## src/slxfp_pkg.sv

```systemverilog
// ----------------------------------------------------------------------------
// slxfp_pkg
// Types and constants shared by the sync/length/XOR frame parser.
// ----------------------------------------------------------------------------
`default_nettype none

package slxfp_pkg;

   localparam int CSR_INDEX_W = 3;
   localparam int CSR_DATA_W  = 8;

   typedef enum logic [CSR_INDEX_W-1:0] {
      CSR_SYNC_BYTE       = 3'd0,
      CSR_CHECKSUM_MASK   = 3'd1,
      CSR_NAME_COMMAND    = 3'd2,
      CSR_VERSION_COMMAND = 3'd3,
      CSR_RESET_COMMAND   = 3'd4,
      CSR_BOOT_COMMAND    = 3'd5
   } csr_index_type;

   localparam logic [7:0] SYNC_BYTE_RESET       = 8'hFE;
   localparam logic [7:0] CHECKSUM_MASK_RESET   = 8'h80;
   localparam logic [7:0] NAME_COMMAND_RESET    = 8'h01;
   localparam logic [7:0] VERSION_COMMAND_RESET = 8'h02;
   localparam logic [7:0] RESET_COMMAND_RESET   = 8'h03;
   localparam logic [7:0] BOOT_COMMAND_RESET    = 8'h04;

   localparam logic [3:0] ERROR_NIBBLE = 4'hE;

   localparam logic [7:0] VERSION_SIZE_PACKED = 8'd2;
   localparam logic [7:0] VERSION_SIZE_SHORT  = 8'd3;
   localparam logic [7:0] VERSION_SIZE_FULL   = 8'd4;

   typedef enum logic [2:0] {
      KIND_BAD_SUM     = 3'd0,
      KIND_ERROR       = 3'd1,
      KIND_NAME        = 3'd2,
      KIND_VERSION     = 3'd3,
      KIND_BAD_VERSION = 3'd4,
      KIND_RESET       = 3'd5,
      KIND_BOOT        = 3'd6,
      KIND_NORMAL      = 3'd7
   } kind_type;

   typedef enum logic [3:0] {
      ST_HUNT,
      ST_SIZE,
      ST_CMD,
      ST_DATA,
      ST_DISPATCH,
      ST_VFETCH,
      ST_VCAP,
      ST_PFETCH,
      ST_PSEND,
      ST_SEND_ONE
   } state_type;

   typedef struct packed {
      logic take_sync;
      logic take_size;
      logic take_cmd;
      logic take_data;
      logic idx_clear;
      logic idx_step;
      logic rd_en;
      logic ver_cap;
      logic load_one;
      logic load_byte;
   } ctrl_cmd_type;

   typedef struct packed {
      logic     sync_match;
      logic     data_full;
      logic     data_done;
      kind_type kind;
      logic     pay_empty;
      logic     idx_last;
      logic     ver_done;
      logic     out_free;
   } dp_status_type;

   typedef struct packed {
      kind_type   frame_kind;
      logic [7:0] command_code;
      logic [5:0] payload_length;
      logic [5:0] byte_index;
      logic [7:0] payload_byte;
      logic       byte_valid;
      logic [7:0] version_major;
      logic [7:0] version_minor;
      logic [7:0] version_patch;
      logic       last;
   } rsp_data_type;

endpackage

`default_nettype wire

```

## src/slxfp_req_if.sv

```systemverilog
// ----------------------------------------------------------------------------
// slxfp_req_if
// Request channel: one received serial byte per request.
// ----------------------------------------------------------------------------
`default_nettype none

interface slxfp_req_if;
   logic       valid;
   logic       ready;
   logic [7:0] rx_byte;

   modport source (output valid, output rx_byte, input ready);
   modport sink   (input valid, input rx_byte, output ready);
endinterface

`default_nettype wire

```

## src/slxfp_rsp_if.sv

```systemverilog
// ----------------------------------------------------------------------------
// slxfp_rsp_if
// Result channel: one parsed frame result or payload byte per request.
// ----------------------------------------------------------------------------
`default_nettype none

interface slxfp_rsp_if;
   logic       valid;
   logic       ready;
   logic [2:0] frame_kind;
   logic [7:0] command_code;
   logic [5:0] payload_length;
   logic [5:0] byte_index;
   logic [7:0] payload_byte;
   logic       byte_valid;
   logic [7:0] version_major;
   logic [7:0] version_minor;
   logic [7:0] version_patch;
   logic       last;

   modport source (
      output valid, output frame_kind, output command_code, output payload_length,
      output byte_index, output payload_byte, output byte_valid,
      output version_major, output version_minor, output version_patch,
      output last, input ready
   );
   modport sink (
      input valid, input frame_kind, input command_code, input payload_length,
      input byte_index, input payload_byte, input byte_valid,
      input version_major, input version_minor, input version_patch,
      input last, output ready
   );
endinterface

`default_nettype wire

```

## src/slxfp_ram.sv

```systemverilog
// ----------------------------------------------------------------------------
// slxfp_ram
// Generic simple dual-port RAM, one write and one registered read port.
// ----------------------------------------------------------------------------
`default_nettype none

module slxfp_ram #(
   parameter int WIDTH = 8,
   parameter int DEPTH = 64
) (
   input  wire logic                     clock,
   input  wire logic                     wr_en,
   input  wire logic [$clog2(DEPTH)-1:0] wr_addr,
   input  wire logic [WIDTH-1:0]         wr_data,
   input  wire logic                     rd_en,
   input  wire logic [$clog2(DEPTH)-1:0] rd_addr,
   output logic      [WIDTH-1:0]         rd_data
);

   logic [WIDTH-1:0] mem_ff [DEPTH];
   logic [WIDTH-1:0] rd_data_ff;

   always_ff @(posedge clock) begin
      if (wr_en) begin
         mem_ff[wr_addr] <= wr_data;
      end
      if (rd_en) begin
         rd_data_ff <= mem_ff[rd_addr];
      end
   end

   assign rd_data = rd_data_ff;

endmodule

`default_nettype wire

```

## src/slxfp_ctrl.sv

```systemverilog
// ----------------------------------------------------------------------------
// slxfp_ctrl
// Frame parser controller: header/data phases and end-of-frame readout.
// ----------------------------------------------------------------------------
`default_nettype none

module slxfp_ctrl (
   input  wire logic                     clock,
   input  wire logic                     reset,
   input  wire logic                     req_valid,
   output logic                          req_ready,
   input  wire slxfp_pkg::dp_status_type status,
   output slxfp_pkg::ctrl_cmd_type       cmd
);
   import slxfp_pkg::*;

   state_type state_ff, state_in;

   always_ff @(posedge clock) begin
      if (reset) begin
         state_ff <= ST_HUNT;
      end else begin
         state_ff <= state_in;
      end
   end

   always_comb begin
      state_in  = state_ff;
      cmd       = '0;
      req_ready = 1'b0;
      case (state_ff)
         ST_HUNT: begin
            req_ready = 1'b1;
            if (req_valid && status.sync_match) begin
               cmd.take_sync = 1'b1;
               state_in      = ST_SIZE;
            end
         end
         ST_SIZE: begin
            req_ready = 1'b1;
            if (req_valid) begin
               cmd.take_size = 1'b1;
               state_in      = ST_CMD;
            end
         end
         ST_CMD: begin
            req_ready = 1'b1;
            if (req_valid) begin
               cmd.take_cmd = 1'b1;
               state_in     = ST_DATA;
            end
         end
         ST_DATA: begin
            req_ready = 1'b1;
            if (req_valid) begin
               if (status.data_full) begin
                  state_in = ST_HUNT;
               end else begin
                  cmd.take_data = 1'b1;
                  if (status.data_done) begin
                     state_in = ST_DISPATCH;
                  end
               end
            end
         end
         ST_DISPATCH: begin
            cmd.idx_clear = 1'b1;
            if (status.kind inside {KIND_NAME, KIND_NORMAL}) begin
               state_in = status.pay_empty ? ST_SEND_ONE : ST_PFETCH;
            end else if (status.kind == KIND_VERSION) begin
               state_in = ST_VFETCH;
            end else begin
               state_in = ST_SEND_ONE;
            end
         end
         ST_VFETCH: begin
            cmd.rd_en = 1'b1;
            state_in  = ST_VCAP;
         end
         ST_VCAP: begin
            cmd.ver_cap = 1'b1;
            if (status.ver_done) begin
               state_in = ST_SEND_ONE;
            end else begin
               cmd.idx_step = 1'b1;
               state_in     = ST_VFETCH;
            end
         end
         ST_PFETCH: begin
            cmd.rd_en = 1'b1;
            state_in  = ST_PSEND;
         end
         ST_PSEND: begin
            if (status.out_free) begin
               cmd.load_byte = 1'b1;
               if (status.idx_last) begin
                  state_in = ST_HUNT;
               end else begin
                  cmd.idx_step = 1'b1;
                  state_in     = ST_PFETCH;
               end
            end
         end
         ST_SEND_ONE: begin
            if (status.out_free) begin
               cmd.load_one = 1'b1;
               state_in     = ST_HUNT;
            end
         end
         default: begin
            state_in = ST_HUNT;
         end
      endcase
   end

endmodule

`default_nettype wire

```

## src/slxfp_datapath.sv

```systemverilog
// ----------------------------------------------------------------------------
// slxfp_datapath
// Frame parser datapath: config registers, header capture, checksum,
// payload store, version capture and the result register.
// ----------------------------------------------------------------------------
`default_nettype none

module slxfp_datapath #(
   parameter int MAX_DATA = 64
) (
   input  wire logic                                clock,
   input  wire logic                                reset,
   input  wire logic                                csr_we,
   input  wire logic [slxfp_pkg::CSR_INDEX_W-1:0]   csr_index,
   input  wire logic [slxfp_pkg::CSR_DATA_W-1:0]    csr_wdata,
   input  wire logic [7:0]                          rx_byte,
   input  wire slxfp_pkg::ctrl_cmd_type             cmd,
   output slxfp_pkg::dp_status_type                 status,
   input  wire logic                                rsp_ready,
   output logic                                     rsp_valid,
   output slxfp_pkg::rsp_data_type                  rsp_data
);
   import slxfp_pkg::*;

   localparam int CW = $clog2(MAX_DATA);

   logic [7:0] sync_byte_ff, checksum_mask_ff, name_command_ff;
   logic [7:0] version_command_ff, reset_command_ff, boot_command_ff;

   logic [7:0]    size_ff, size_in;
   logic [7:0]    command_ff, command_in;
   logic [7:0]    xor_ff, xor_in;
   logic [CW-1:0] count_ff, count_in;
   logic [CW-1:0] idx_ff, idx_in;
   kind_type      kind_ff, kind_in;
   logic [7:0]    ver_ff [3];

   logic         out_valid_ff, out_valid_in;
   rsp_data_type out_ff, out_in;

   logic [7:0] rd_data;
   logic       sum_ok;
   kind_type   kind_eval;
   logic [7:0] ver_major, ver_minor, ver_patch;
   logic       out_free;

   always_ff @(posedge clock) begin
      if (reset) begin
         sync_byte_ff       <= SYNC_BYTE_RESET;
         checksum_mask_ff   <= CHECKSUM_MASK_RESET;
         name_command_ff    <= NAME_COMMAND_RESET;
         version_command_ff <= VERSION_COMMAND_RESET;
         reset_command_ff   <= RESET_COMMAND_RESET;
         boot_command_ff    <= BOOT_COMMAND_RESET;
      end else if (csr_we) begin
         case (csr_index)
            CSR_SYNC_BYTE:       sync_byte_ff       <= csr_wdata;
            CSR_CHECKSUM_MASK:   checksum_mask_ff   <= csr_wdata;
            CSR_NAME_COMMAND:    name_command_ff    <= csr_wdata;
            CSR_VERSION_COMMAND: version_command_ff <= csr_wdata;
            CSR_RESET_COMMAND:   reset_command_ff   <= csr_wdata;
            CSR_BOOT_COMMAND:    boot_command_ff    <= csr_wdata;
            default: ;
         endcase
      end
   end

   slxfp_ram #(
      .WIDTH (8),
      .DEPTH (MAX_DATA)
   ) u_store (
      .clock   (clock),
      .wr_en   (cmd.take_data),
      .wr_addr (count_ff),
      .wr_data (rx_byte),
      .rd_en   (cmd.rd_en),
      .rd_addr (idx_ff),
      .rd_data (rd_data)
   );

   assign sum_ok = ((xor_ff | checksum_mask_ff) == rx_byte);

   always_comb begin
      if (!sum_ok) begin
         kind_eval = KIND_BAD_SUM;
      end else if (command_ff[7:4] == ERROR_NIBBLE) begin
         kind_eval = KIND_ERROR;
      end else if (command_ff == name_command_ff) begin
         kind_eval = KIND_NAME;
      end else if (command_ff == version_command_ff) begin
         if (size_ff == VERSION_SIZE_PACKED || size_ff == VERSION_SIZE_SHORT ||
             size_ff == VERSION_SIZE_FULL) begin
            kind_eval = KIND_VERSION;
         end else begin
            kind_eval = KIND_BAD_VERSION;
         end
      end else if (command_ff == reset_command_ff) begin
         kind_eval = KIND_RESET;
      end else if (command_ff == boot_command_ff) begin
         kind_eval = KIND_BOOT;
      end else begin
         kind_eval = KIND_NORMAL;
      end
   end

   always_comb begin
      ver_major = 8'd0;
      ver_minor = 8'd0;
      ver_patch = 8'd0;
      if (kind_ff == KIND_VERSION) begin
         if (size_ff == VERSION_SIZE_FULL) begin
            ver_major = ver_ff[0];
            ver_minor = ver_ff[1];
            ver_patch = ver_ff[2];
         end else if (size_ff == VERSION_SIZE_SHORT) begin
            ver_major = ver_ff[0];
            ver_minor = ver_ff[1];
         end else begin
            // packed form: mmm nnn pp
            ver_major = {5'd0, ver_ff[0][7:5]};
            ver_minor = {5'd0, ver_ff[0][4:2]};
            ver_patch = {6'd0, ver_ff[0][1:0]};
         end
      end
   end

   assign out_free = !out_valid_ff || rsp_ready;

   always_comb begin
      size_in    = size_ff;
      command_in = command_ff;
      xor_in     = xor_ff;
      count_in   = count_ff;
      idx_in     = idx_ff;
      kind_in    = kind_ff;
      if (cmd.take_sync) begin
         xor_in   = rx_byte;
         count_in = '0;
      end
      if (cmd.take_size) begin
         size_in = rx_byte;
         xor_in  = xor_ff ^ rx_byte;
      end
      if (cmd.take_cmd) begin
         command_in = rx_byte;
         xor_in     = xor_ff ^ rx_byte;
      end
      if (cmd.take_data) begin
         count_in = count_ff + 1'b1;
         xor_in   = xor_ff ^ rx_byte;
         kind_in  = kind_eval;
      end
      if (cmd.idx_clear) begin
         idx_in = '0;
      end else if (cmd.idx_step) begin
         idx_in = idx_ff + 1'b1;
      end
   end

   always_comb begin
      out_valid_in = out_valid_ff && !rsp_ready;
      out_in       = out_ff;
      if (cmd.load_one || cmd.load_byte) begin
         out_valid_in          = 1'b1;
         out_in.frame_kind     = kind_ff;
         out_in.command_code   = command_ff;
         out_in.payload_length = 6'(size_ff - 8'd1);
         out_in.byte_index     = cmd.load_byte ? 6'(idx_ff) : 6'd0;
         out_in.payload_byte   = cmd.load_byte ? rd_data : 8'd0;
         out_in.byte_valid     = cmd.load_byte;
         out_in.version_major  = cmd.load_byte ? 8'd0 : ver_major;
         out_in.version_minor  = cmd.load_byte ? 8'd0 : ver_minor;
         out_in.version_patch  = cmd.load_byte ? 8'd0 : ver_patch;
         out_in.last           = cmd.load_byte ? status.idx_last : 1'b1;
      end
   end

   always_ff @(posedge clock) begin
      size_ff    <= size_in;
      command_ff <= command_in;
      xor_ff     <= xor_in;
      count_ff   <= count_in;
      idx_ff     <= idx_in;
      kind_ff    <= kind_in;
      out_ff     <= out_in;
      if (cmd.ver_cap) begin
         ver_ff[idx_ff[1:0]] <= rd_data;
      end
   end

   always_ff @(posedge clock) begin
      if (reset) begin
         out_valid_ff <= 1'b0;
      end else begin
         out_valid_ff <= out_valid_in;
      end
   end

   assign status.sync_match = (rx_byte == sync_byte_ff);
   assign status.data_full  = (9'(count_ff) >= 9'(MAX_DATA - 1));
   assign status.data_done  = ((9'(count_ff) + 9'd1) == {1'b0, size_ff});
   assign status.kind       = kind_ff;
   assign status.pay_empty  = (size_ff == 8'd1);
   assign status.idx_last   = ((9'(idx_ff) + 9'd2) == {1'b0, size_ff});
   assign status.ver_done   = (idx_ff == CW'(2));
   assign status.out_free   = out_free;

   assign rsp_valid = out_valid_ff;
   assign rsp_data  = out_ff;

endmodule

`default_nettype wire

```

## src/sync_length_xor_frame_parser.sv

```systemverilog
// ----------------------------------------------------------------------------
// sync_length_xor_frame_parser
// Serial frame parser: sync, size, command, data and XOR checksum; frames
// are classified and name/normal payloads are read out byte by byte.
// ----------------------------------------------------------------------------
// Header and data bytes are taken one per clock. When the checksum byte
// completes a frame, intake stops for the readout: a dispatch state, then
// a payload memory read and a result load per payload byte for name and
// normal frames, a read and a capture for each of three version bytes and
// then a result load for version frames, and one result load for other
// kinds or an empty payload, each load waiting for a free result register.
// Intake resumes as the last result loads; an untaken result does not stop it.
`default_nettype none

module sync_length_xor_frame_parser #(
   parameter int MAX_DATA = 64
) (
   input  wire logic                              clock,
   input  wire logic                              reset,
   input  wire logic                              csr_we,
   input  wire logic [slxfp_pkg::CSR_INDEX_W-1:0] csr_index,
   input  wire logic [slxfp_pkg::CSR_DATA_W-1:0]  csr_wdata,
   slxfp_req_if.sink                              req_ch,
   slxfp_rsp_if.source                            rsp_ch
);
   import slxfp_pkg::*;

   ctrl_cmd_type  cmd;
   dp_status_type status;
   rsp_data_type  rsp_data;

   slxfp_ctrl u_ctrl (
      .clock     (clock),
      .reset     (reset),
      .req_valid (req_ch.valid),
      .req_ready (req_ch.ready),
      .status    (status),
      .cmd       (cmd)
   );

   slxfp_datapath #(
      .MAX_DATA (MAX_DATA)
   ) u_datapath (
      .clock     (clock),
      .reset     (reset),
      .csr_we    (csr_we),
      .csr_index (csr_index),
      .csr_wdata (csr_wdata),
      .rx_byte   (req_ch.rx_byte),
      .cmd       (cmd),
      .status    (status),
      .rsp_ready (rsp_ch.ready),
      .rsp_valid (rsp_ch.valid),
      .rsp_data  (rsp_data)
   );

   assign rsp_ch.frame_kind     = rsp_data.frame_kind;
   assign rsp_ch.command_code   = rsp_data.command_code;
   assign rsp_ch.payload_length = rsp_data.payload_length;
   assign rsp_ch.byte_index     = rsp_data.byte_index;
   assign rsp_ch.payload_byte   = rsp_data.payload_byte;
   assign rsp_ch.byte_valid     = rsp_data.byte_valid;
   assign rsp_ch.version_major  = rsp_data.version_major;
   assign rsp_ch.version_minor  = rsp_data.version_minor;
   assign rsp_ch.version_patch  = rsp_data.version_patch;
   assign rsp_ch.last           = rsp_data.last;

endmodule

`default_nettype wire

```

## src/flat_wrapper.sv

```systemverilog
// flat-port wrapper written by rule: the top's interface ports become plain ports
module sync_length_xor_frame_parser_flat import slxfp_pkg::*;
#(
   parameter int MAX_DATA = 64
)
  (clock, reset, csr_we, csr_index, csr_wdata, req_ch_valid, req_ch_rx_byte, req_ch_ready, rsp_ch_valid, rsp_ch_frame_kind, rsp_ch_command_code, rsp_ch_payload_length, rsp_ch_byte_index, rsp_ch_payload_byte, rsp_ch_byte_valid, rsp_ch_version_major, rsp_ch_version_minor, rsp_ch_version_patch, rsp_ch_last, rsp_ch_ready);
  slxfp_req_if req_ch_i ();
  slxfp_rsp_if rsp_ch_i ();
  input  wire logic clock;
  input  wire logic reset;
  input  wire logic csr_we;
  input  wire logic [slxfp_pkg::CSR_INDEX_W-1:0] csr_index;
  input  wire logic [slxfp_pkg::CSR_DATA_W-1:0] csr_wdata;
  input wire logic [$bits(req_ch_i.valid)-1:0] req_ch_valid;
  input wire logic [$bits(req_ch_i.rx_byte)-1:0] req_ch_rx_byte;
  output wire logic [$bits(req_ch_i.ready)-1:0] req_ch_ready;
  output wire logic [$bits(rsp_ch_i.valid)-1:0] rsp_ch_valid;
  output wire logic [$bits(rsp_ch_i.frame_kind)-1:0] rsp_ch_frame_kind;
  output wire logic [$bits(rsp_ch_i.command_code)-1:0] rsp_ch_command_code;
  output wire logic [$bits(rsp_ch_i.payload_length)-1:0] rsp_ch_payload_length;
  output wire logic [$bits(rsp_ch_i.byte_index)-1:0] rsp_ch_byte_index;
  output wire logic [$bits(rsp_ch_i.payload_byte)-1:0] rsp_ch_payload_byte;
  output wire logic [$bits(rsp_ch_i.byte_valid)-1:0] rsp_ch_byte_valid;
  output wire logic [$bits(rsp_ch_i.version_major)-1:0] rsp_ch_version_major;
  output wire logic [$bits(rsp_ch_i.version_minor)-1:0] rsp_ch_version_minor;
  output wire logic [$bits(rsp_ch_i.version_patch)-1:0] rsp_ch_version_patch;
  output wire logic [$bits(rsp_ch_i.last)-1:0] rsp_ch_last;
  input wire logic [$bits(rsp_ch_i.ready)-1:0] rsp_ch_ready;
  assign req_ch_i.valid = req_ch_valid;
  assign req_ch_i.rx_byte = req_ch_rx_byte;
  assign req_ch_ready = req_ch_i.ready;
  assign rsp_ch_valid = rsp_ch_i.valid;
  assign rsp_ch_frame_kind = rsp_ch_i.frame_kind;
  assign rsp_ch_command_code = rsp_ch_i.command_code;
  assign rsp_ch_payload_length = rsp_ch_i.payload_length;
  assign rsp_ch_byte_index = rsp_ch_i.byte_index;
  assign rsp_ch_payload_byte = rsp_ch_i.payload_byte;
  assign rsp_ch_byte_valid = rsp_ch_i.byte_valid;
  assign rsp_ch_version_major = rsp_ch_i.version_major;
  assign rsp_ch_version_minor = rsp_ch_i.version_minor;
  assign rsp_ch_version_patch = rsp_ch_i.version_patch;
  assign rsp_ch_last = rsp_ch_i.last;
  assign rsp_ch_i.ready = rsp_ch_ready;
  sync_length_xor_frame_parser #(.MAX_DATA(MAX_DATA)) u_core (.clock(clock), .reset(reset), .csr_we(csr_we), .csr_index(csr_index), .csr_wdata(csr_wdata), .req_ch(req_ch_i), .rsp_ch(rsp_ch_i));
endmodule
```

## config.mk

```make
export PLATFORM = sky130hd
export DESIGN_NAME = sync_length_xor_frame_parser_flat
export DESIGN_NICKNAME = d
export VERILOG_FILES = /design/src/slxfp_pkg.sv /design/src/slxfp_req_if.sv /design/src/slxfp_rsp_if.sv /design/src/slxfp_ram.sv /design/src/slxfp_ctrl.sv /design/src/slxfp_datapath.sv /design/src/sync_length_xor_frame_parser.sv /design/src/flat_wrapper.sv
export SDC_FILE = /design/constraint.sdc
export NUM_CORES = 1
export LEC_CHECK = 0
export ABC_AREA = 1
export CAP_MARGIN = 5
export CORE_MARGIN = 2
export CORE_UTILIZATION = 26
export CTS_CLUSTER_DIAMETER = 150
export CTS_CLUSTER_SIZE = 25
export DETAILED_ROUTE_END_ITERATION = 8
export DONT_BUFFER_PORTS = 1
export SYNTH_ARGS = -nofsm -noshare
export SYNTH_HDL_FRONTEND = slang
export SYNTH_SLANG_ARGS = --single-unit
```

## constraint.sdc

```tcl
create_clock -name clock -period 4.1 [get_ports clock]
set_input_delay 0.205 -clock clock [delete_from_list [all_inputs] [get_ports clock]]
set_output_delay 0.205 -clock clock [all_outputs]
set_load 0.05 [all_outputs]
```

# [Word-level counts from Yosys, hierarchy flattened]
# Memory sizes are Yosys's and may differ from the RTL's. A register that Yosys moved wholly into a read port is not among the register bits.
# Cells that the tools add are included.
[word_totals] regBits=149 ramBits=536 in_bits=24 output_inout_bits=59 word_cells=157 n_memories=2
[op_classes] addsub=5 magnitude_cmp=1 n_eq_ne=38 n_mux=56 n_bitwise=4 reduce_logical=25
[memory_table] memory="u_core.u_datapath.u_store.mem_ff" depth=64 word_bits=8 read_ports=1 rd_clocked_by_memory_dff=1 write_ports=1 line_no="slxfp_ram.sv:20" source="logic [WIDTH-1:0] mem_ff [DEPTH];"
[memory_table] memory="u_core.u_datapath.ver_ff" depth=3 word_bits=8 read_ports=3 rd_clocked_by_memory_dff=0 write_ports=1 line_no="slxfp_datapath.sv:36" source="logic [7:0] ver_ff [3];"
[op_table] cell="8-bit 2-to-1 mux" count=9
[op_table] cell="8-bit equality test" count=6
[op_table] cell="4-bit 2-to-1 mux" count=12
[op_table] cell="4-bit one-hot mux with 10 select lines" count=1
[op_table] cell="1-bit 2-to-1 mux" count=25
[op_table] cell="4-bit by 3-bit equality test with 1-bit output, second input constant" count=4
[op_table] cell="7-bit by 8-bit equality test with 1-bit output" count=2
[op_table] cell="8-bit by 2-bit equality test with 1-bit output, second input constant" count=2
[op_table] cell="6-bit by 1-bit adder with 6-bit output, second input constant" count=2
[op_table] cell="3-bit by 2-bit equality test with 1-bit output, second input constant" count=4
[op_table] cell="4-bit equality test, second input constant" count=3
[op_table] cell="6-bit 2-to-1 mux" count=2
[op_table] cell="2-bit inequality test, second input constant" count=6
[op_table] cell="2-bit AND reduction" count=6
[op_table] cell="3-bit equality test, second input constant" count=3
[op_table] cell="3-bit 2-to-1 mux" count=3
[op_table] cell="4-bit by 2-bit equality test with 1-bit output, second input constant" count=2
[op_table] cell="8-bit by 1-bit equality test with 1-bit output, second input constant" count=1
[op_table] cell="8-bit by 3-bit equality test with 1-bit output, second input constant" count=1
[op_table] cell="8-bit bitwise OR" count=1
[op_table] cell="8-bit bitwise XOR" count=1
[op_table] cell="6-bit by 1-bit adder with 7-bit output, second input constant" count=1
[op_table] cell="6-bit by 2-bit adder with 7-bit output, second input constant" count=1
[op_table] cell="7-bit AND reduction" count=1
[op_table] cell="19 further kinds" count=30

# [Logic depth before layout (Yosys ltp)]
[logic_depth] ltp_word=8 depth_mapped=14 mapped_depth_nobuf=13

# [Cells and area by module]
# From an unflattened synthesis, not the netlist that was laid out.
[hier_totals] hier_cells=2642 area_unflattened_um2=29245.5
[by_module_without_submodules] mod="slxfp_ram" n_inst=1 cells_per_inst=1805 area_each_um2=21419.3 seq_area_each_um2=15615.0
[by_module_without_submodules] mod="slxfp_datapath" n_inst=1 cells_per_inst=756 area_each_um2=7414.6 seq_area_each_um2=4524.3
[by_module_without_submodules] mod="slxfp_ctrl" n_inst=1 cells_per_inst=81 area_each_um2=411.6 seq_area_each_um2=80.1

# [Worst setup path after synthesis]
# No wires, ideal clock.
[synth_path] path_type="register -> register" start="reg u_core.u_datapath.out_valid_ff (netlist: u_core.u_datapath.rsp_valid)" end="reg u_core.u_datapath.out_ff, in the netlist u_core.u_datapath.rsp_data[0], enable pin" setup_time_ns=0.472 arrival_ns=3.004 required_ns=3.628 setup_slack_ns=0.624 path_stages_with_launch=4 n_path_buf=0 synth_period_minus_slack_ns=3.476 cell_sequence="dfxtp_1 > inv_1 > nor2_1 > nor2_1"
[synth_between] elab_chain_len=5 elab_cells_between_ends=6 cone_classes="mux (3); reduce/logical (3)"
[synth_rtl] item="start: declaration" line_no="slxfp_datapath.sv:38" source="logic out_valid_ff, out_valid_in;"
[synth_rtl] item="start signal: assignment" line_no="slxfp_datapath.sv:195" source="out_valid_ff <= out_valid_in;"
[synth_rtl] item="1-bit zero test (*)" line_no="slxfp_datapath.sv:127" source="assign out_free = !out_valid_ff || rsp_ready;"
[synth_rtl] item="1-bit logical OR (*)" line_no="slxfp_datapath.sv:127"
[synth_rtl] item="1-bit 2-to-1 mux (*)" line_no="slxfp_ctrl.sv:94, slxfp_ctrl.sv:105"
[synth_rtl] item="1-bit 2-to-1 mux" line_no="slxfp_ctrl.sv:31" source="case (state_ff)"
[synth_rtl] item="1-bit logical OR (*)" line_no="slxfp_datapath.sv:163" source="if (cmd.load_one || cmd.load_byte) begin"
[synth_rtl] item="end signal: assignment" line_no="slxfp_datapath.sv:185" source="out_ff <= out_in;"
[synth_rtl] item="end: declaration" line_no="slxfp_datapath.sv:39" source="rsp_data_type out_ff, out_in;"
# Every way passes the cells marked *; elsewhere a longest branch is shown, timed or not.
# A chain may end at the register's enable or synchronous reset.

==> reports/metrics.cfg <==
[run_status]
status = finished clean

[yosys]
yosysMostFrequentCell = edfxtp_1
syn_inst = 2435
synth_seq_cells = 693
ys_top_cells_by_area = edfxtp_1 67%, nor2_1 6.6%, o21ai_0 5.2%
synth.net_count = 2470
synth_top_cell_by_area = edfxtp_1
synth_area_per_cell_sq_um = 11.7
synthArstFlopShare_pct = 0
synth_top_area_share_pct = 66.6
ys_warn_count = 0
synthDistinctLibCells = 42
synth_commonest_cells = 634 x edfxtp_1, 504 x nor2_1, 295 x o21ai_0
synth_edf_count = 634
seq_area_frac_synth_pct = 70.7
synth_flop_cell = edfxtp_1
synth_area_sq_um = 28600

[placement]
dp_hpwl_mm = 44.8
postPlaceCellArea_sq_um = 30100
place_ws_ps = 990
port_buffers = 0
place_congestion = 0.844

[detailed_routing]
viasPerCell = 4.74
drt_iter0_markers = 2030
drcViolationCount = 0
firstDrtPassIters = 5
wire_per_inst_um = 19.8
finalWirelength_mm = 76.1
num_vias = 18300
ant_nets = 0

[sta]
fmax_mhz = 323
totalNegativeSetupSlack_ps = 0
finalWorstSetupSlack_ps = 1000
slew_viol_final = 0
rsz0062_at_grt = no
whs_ps = 21.5
setup_viol = 0
worstMarginPinSlew_ps = 973
fin_crit_ps = 3100
relSlewSlack_pct = 35.0
finalHoldViolCount = 0
fin_crit_sh_pct = 75.5
skew_ps = 33.6

[setup_path]
critical_path.endpoint = u_core.u_datapath.u_store.mem_ff[7][6]
critPathRequiredTime_ps = 4360
crit_path_end_kind = flop
cp_data_arrival_time_ps = 3350
path_class = flop to flop
reg2reg_to = u_core.u_datapath.u_store.mem_ff[7][6]
crit_path_max_fanout = 9
r2r_slack_ps = 1000
cp-start-kind = flop
r2r_cells = 8
critPathLaunch = u_core.u_datapath.count_ff[0]
reg2reg_from = u_core.u_datapath.count_ff[0]

[flow_run]
drv_cap = 0

[pwr]
p_total_mw = 12.1
pwr_density_cell_nw_per_um2 = 387
p_leak_nw = 10.4
ir_drop_v = 0.000334

[cells_and_area]
nets = 2457
final_area_sq_um = 31400
drive_gt1_share_pct = 5.51
nFillCells = 11100
area_growth_pct = 9.88

[floorplanning]
num_rows = 121
ios = 83
die_area_sq_um = 113000
initial_core_util_pct = 26.2
die_y_um = 336
chipWidth_um = 336
core_sq_um = 109000

[clock_tree]
max-clock-path-buffers = 3
htreeDepth = 1
cts_tree = yes
cts_buffers = 31
insertion_delay_ps = 640
cts_resized = 0
cts_root_buf = clkbuf_16
clk_pin_slew_ps = 100
cts_setup_buffers = 0
cts.sinks = 693
cts_hold_buf = 30

[min_path]
hp-class = primary input to flop

[global_routing]
grt_use_total_pct = 13.1
grt_max_degree = 160
overflow = 0
grt_pass1_wl_mm = 113
antenna_found_initial = 3
grt_pass1_vias = 17400

[through the flow]
step,utilization [%],std cells
3_3_place_gp,27.6,3773
2_1_floorplan,-,2435
5_1_grt,28.8,3848
4_1_cts,28.8,3848
3_5_place_dp,27.6,3773
6_report,28.8,3849
[worst max-delay path, stage by stage (launching register included)]
cell	delay, ps
edfxtp_1	580
ha_1	310
nand2_1	160
nor2_2	90
nor2_4	150
inv_4	60
nor2_8	170
nand2_1	470
nor2_1	730
[worst min path at each step]
| stage | from | to | slack [ps] | cells after the start |
|---|---|---|---|---|
| 6_report | req_ch_rx_byte[1] | u_core.u_datapath.u_store.mem_ff[20][1] | 20 | 1 |
| 5_1_grt | req_ch_rx_byte[1] | u_core.u_datapath.u_store.mem_ff[20][1] | 8 | 1 |
| 4_1_cts | req_ch_rx_byte[1] | u_core.u_datapath.u_store.mem_ff[20][1] | 5 | 1 |
| 3_5_place_dp | reset | u_core.u_ctrl.state_ff[0] | 280 | 1 |
| 3_3_place_gp | reset | u_core.u_ctrl.state_ff[1] | 280 | 1 |
| 2_1_floorplan | reset | u_core.u_ctrl.state_ff[0] | 270 | 1 |
[where the power goes]
| part | switching, mW | internal [mW] |
|---|---|---|
| logic | 0.635 | 0.242 |
| registers | 0.0456 | 7.73 |
| clock network | 2.10 | 1.40 |
[registers in the layout (all words and copies together), names as in the netlist, 4 cells and up]
| register | count |
|---|---|
| u_core.u_datapath.u_store.mem_ff | 512 |
| u_core.u_datapath.rsp_data | 57 |
| u_core.u_datapath.ver_ff | 24 |
| u_core.u_datapath.boot_command_ff | 8 |
| u_core.u_datapath.checksum_mask_ff | 8 |
| u_core.u_datapath.command_ff | 8 |
| u_core.u_datapath.name_command_ff | 8 |
| u_core.u_datapath.reset_command_ff | 8 |
| u_core.u_datapath.size_ff | 8 |
| u_core.u_datapath.sync_byte_ff | 8 |
| u_core.u_datapath.u_store.rd_data | 8 |
| u_core.u_datapath.version_command_ff | 8 |
| u_core.u_datapath.xor_ff | 8 |
| u_core.u_datapath.count_ff | 6 |
| u_core.u_datapath.idx_ff | 6 |
| u_core.u_ctrl.state_ff | 4 |
[final cells by class]
type / count / area [sq um] / share of cell area (%)
Antenna cell: 1 / 2.50 / 0.00797
Clock buffer: 44 / 825 / 2.63
Clock inverter: 1 / 8.76 / 0.0279
Inverter: 119 / 459 / 1.46
Multi-Input combinational cell: 1499 / 7270 / 23.2
Sequential cell: 693 / 20200 / 64.4
Tap cell: 1414 / 1770 / 5.63
Timing Repair Buffer: 78 / 838 / 2.67
[cells in the final DEF (no fill, tap or decap), types with 22 or more instances in the layout]
cell type      count
o21ai_0          295
nor2_1           503
buf_4             45
o22ai_1           69
edfxtp_1         634
nand2_1          286
nand3_1           88
xor2_1            45
o211ai_1          50
inv_1            107
a21oi_1           55
dlygate4sd3_1     22
clkbuf_16         31
dfxtp_1           56
[kinds of logic after synthesis]
group,synth area share [%]
AND/OR/NAND/NOR,13.9
buffers and inverters,3.83
AO/OA/AOI/OAI,9.31
adder cells (fa/ha/maj),0.482
XOR/XNOR,1.72
flip-flops,70.7
multiplexers,0.0350
[per-layer routing]
metal / vias up / track usage [%] / wire length [um]
li1: 8521 / - / -
met1: 8968 / 18.2 / 32800
met2: 672 / 21.9 / 36900
met3: 89 / 1.50 / 4860
met4: 2 / 2.97 / 1540
met5: - / 0 / 13
(Power assumes the default switching activity.)
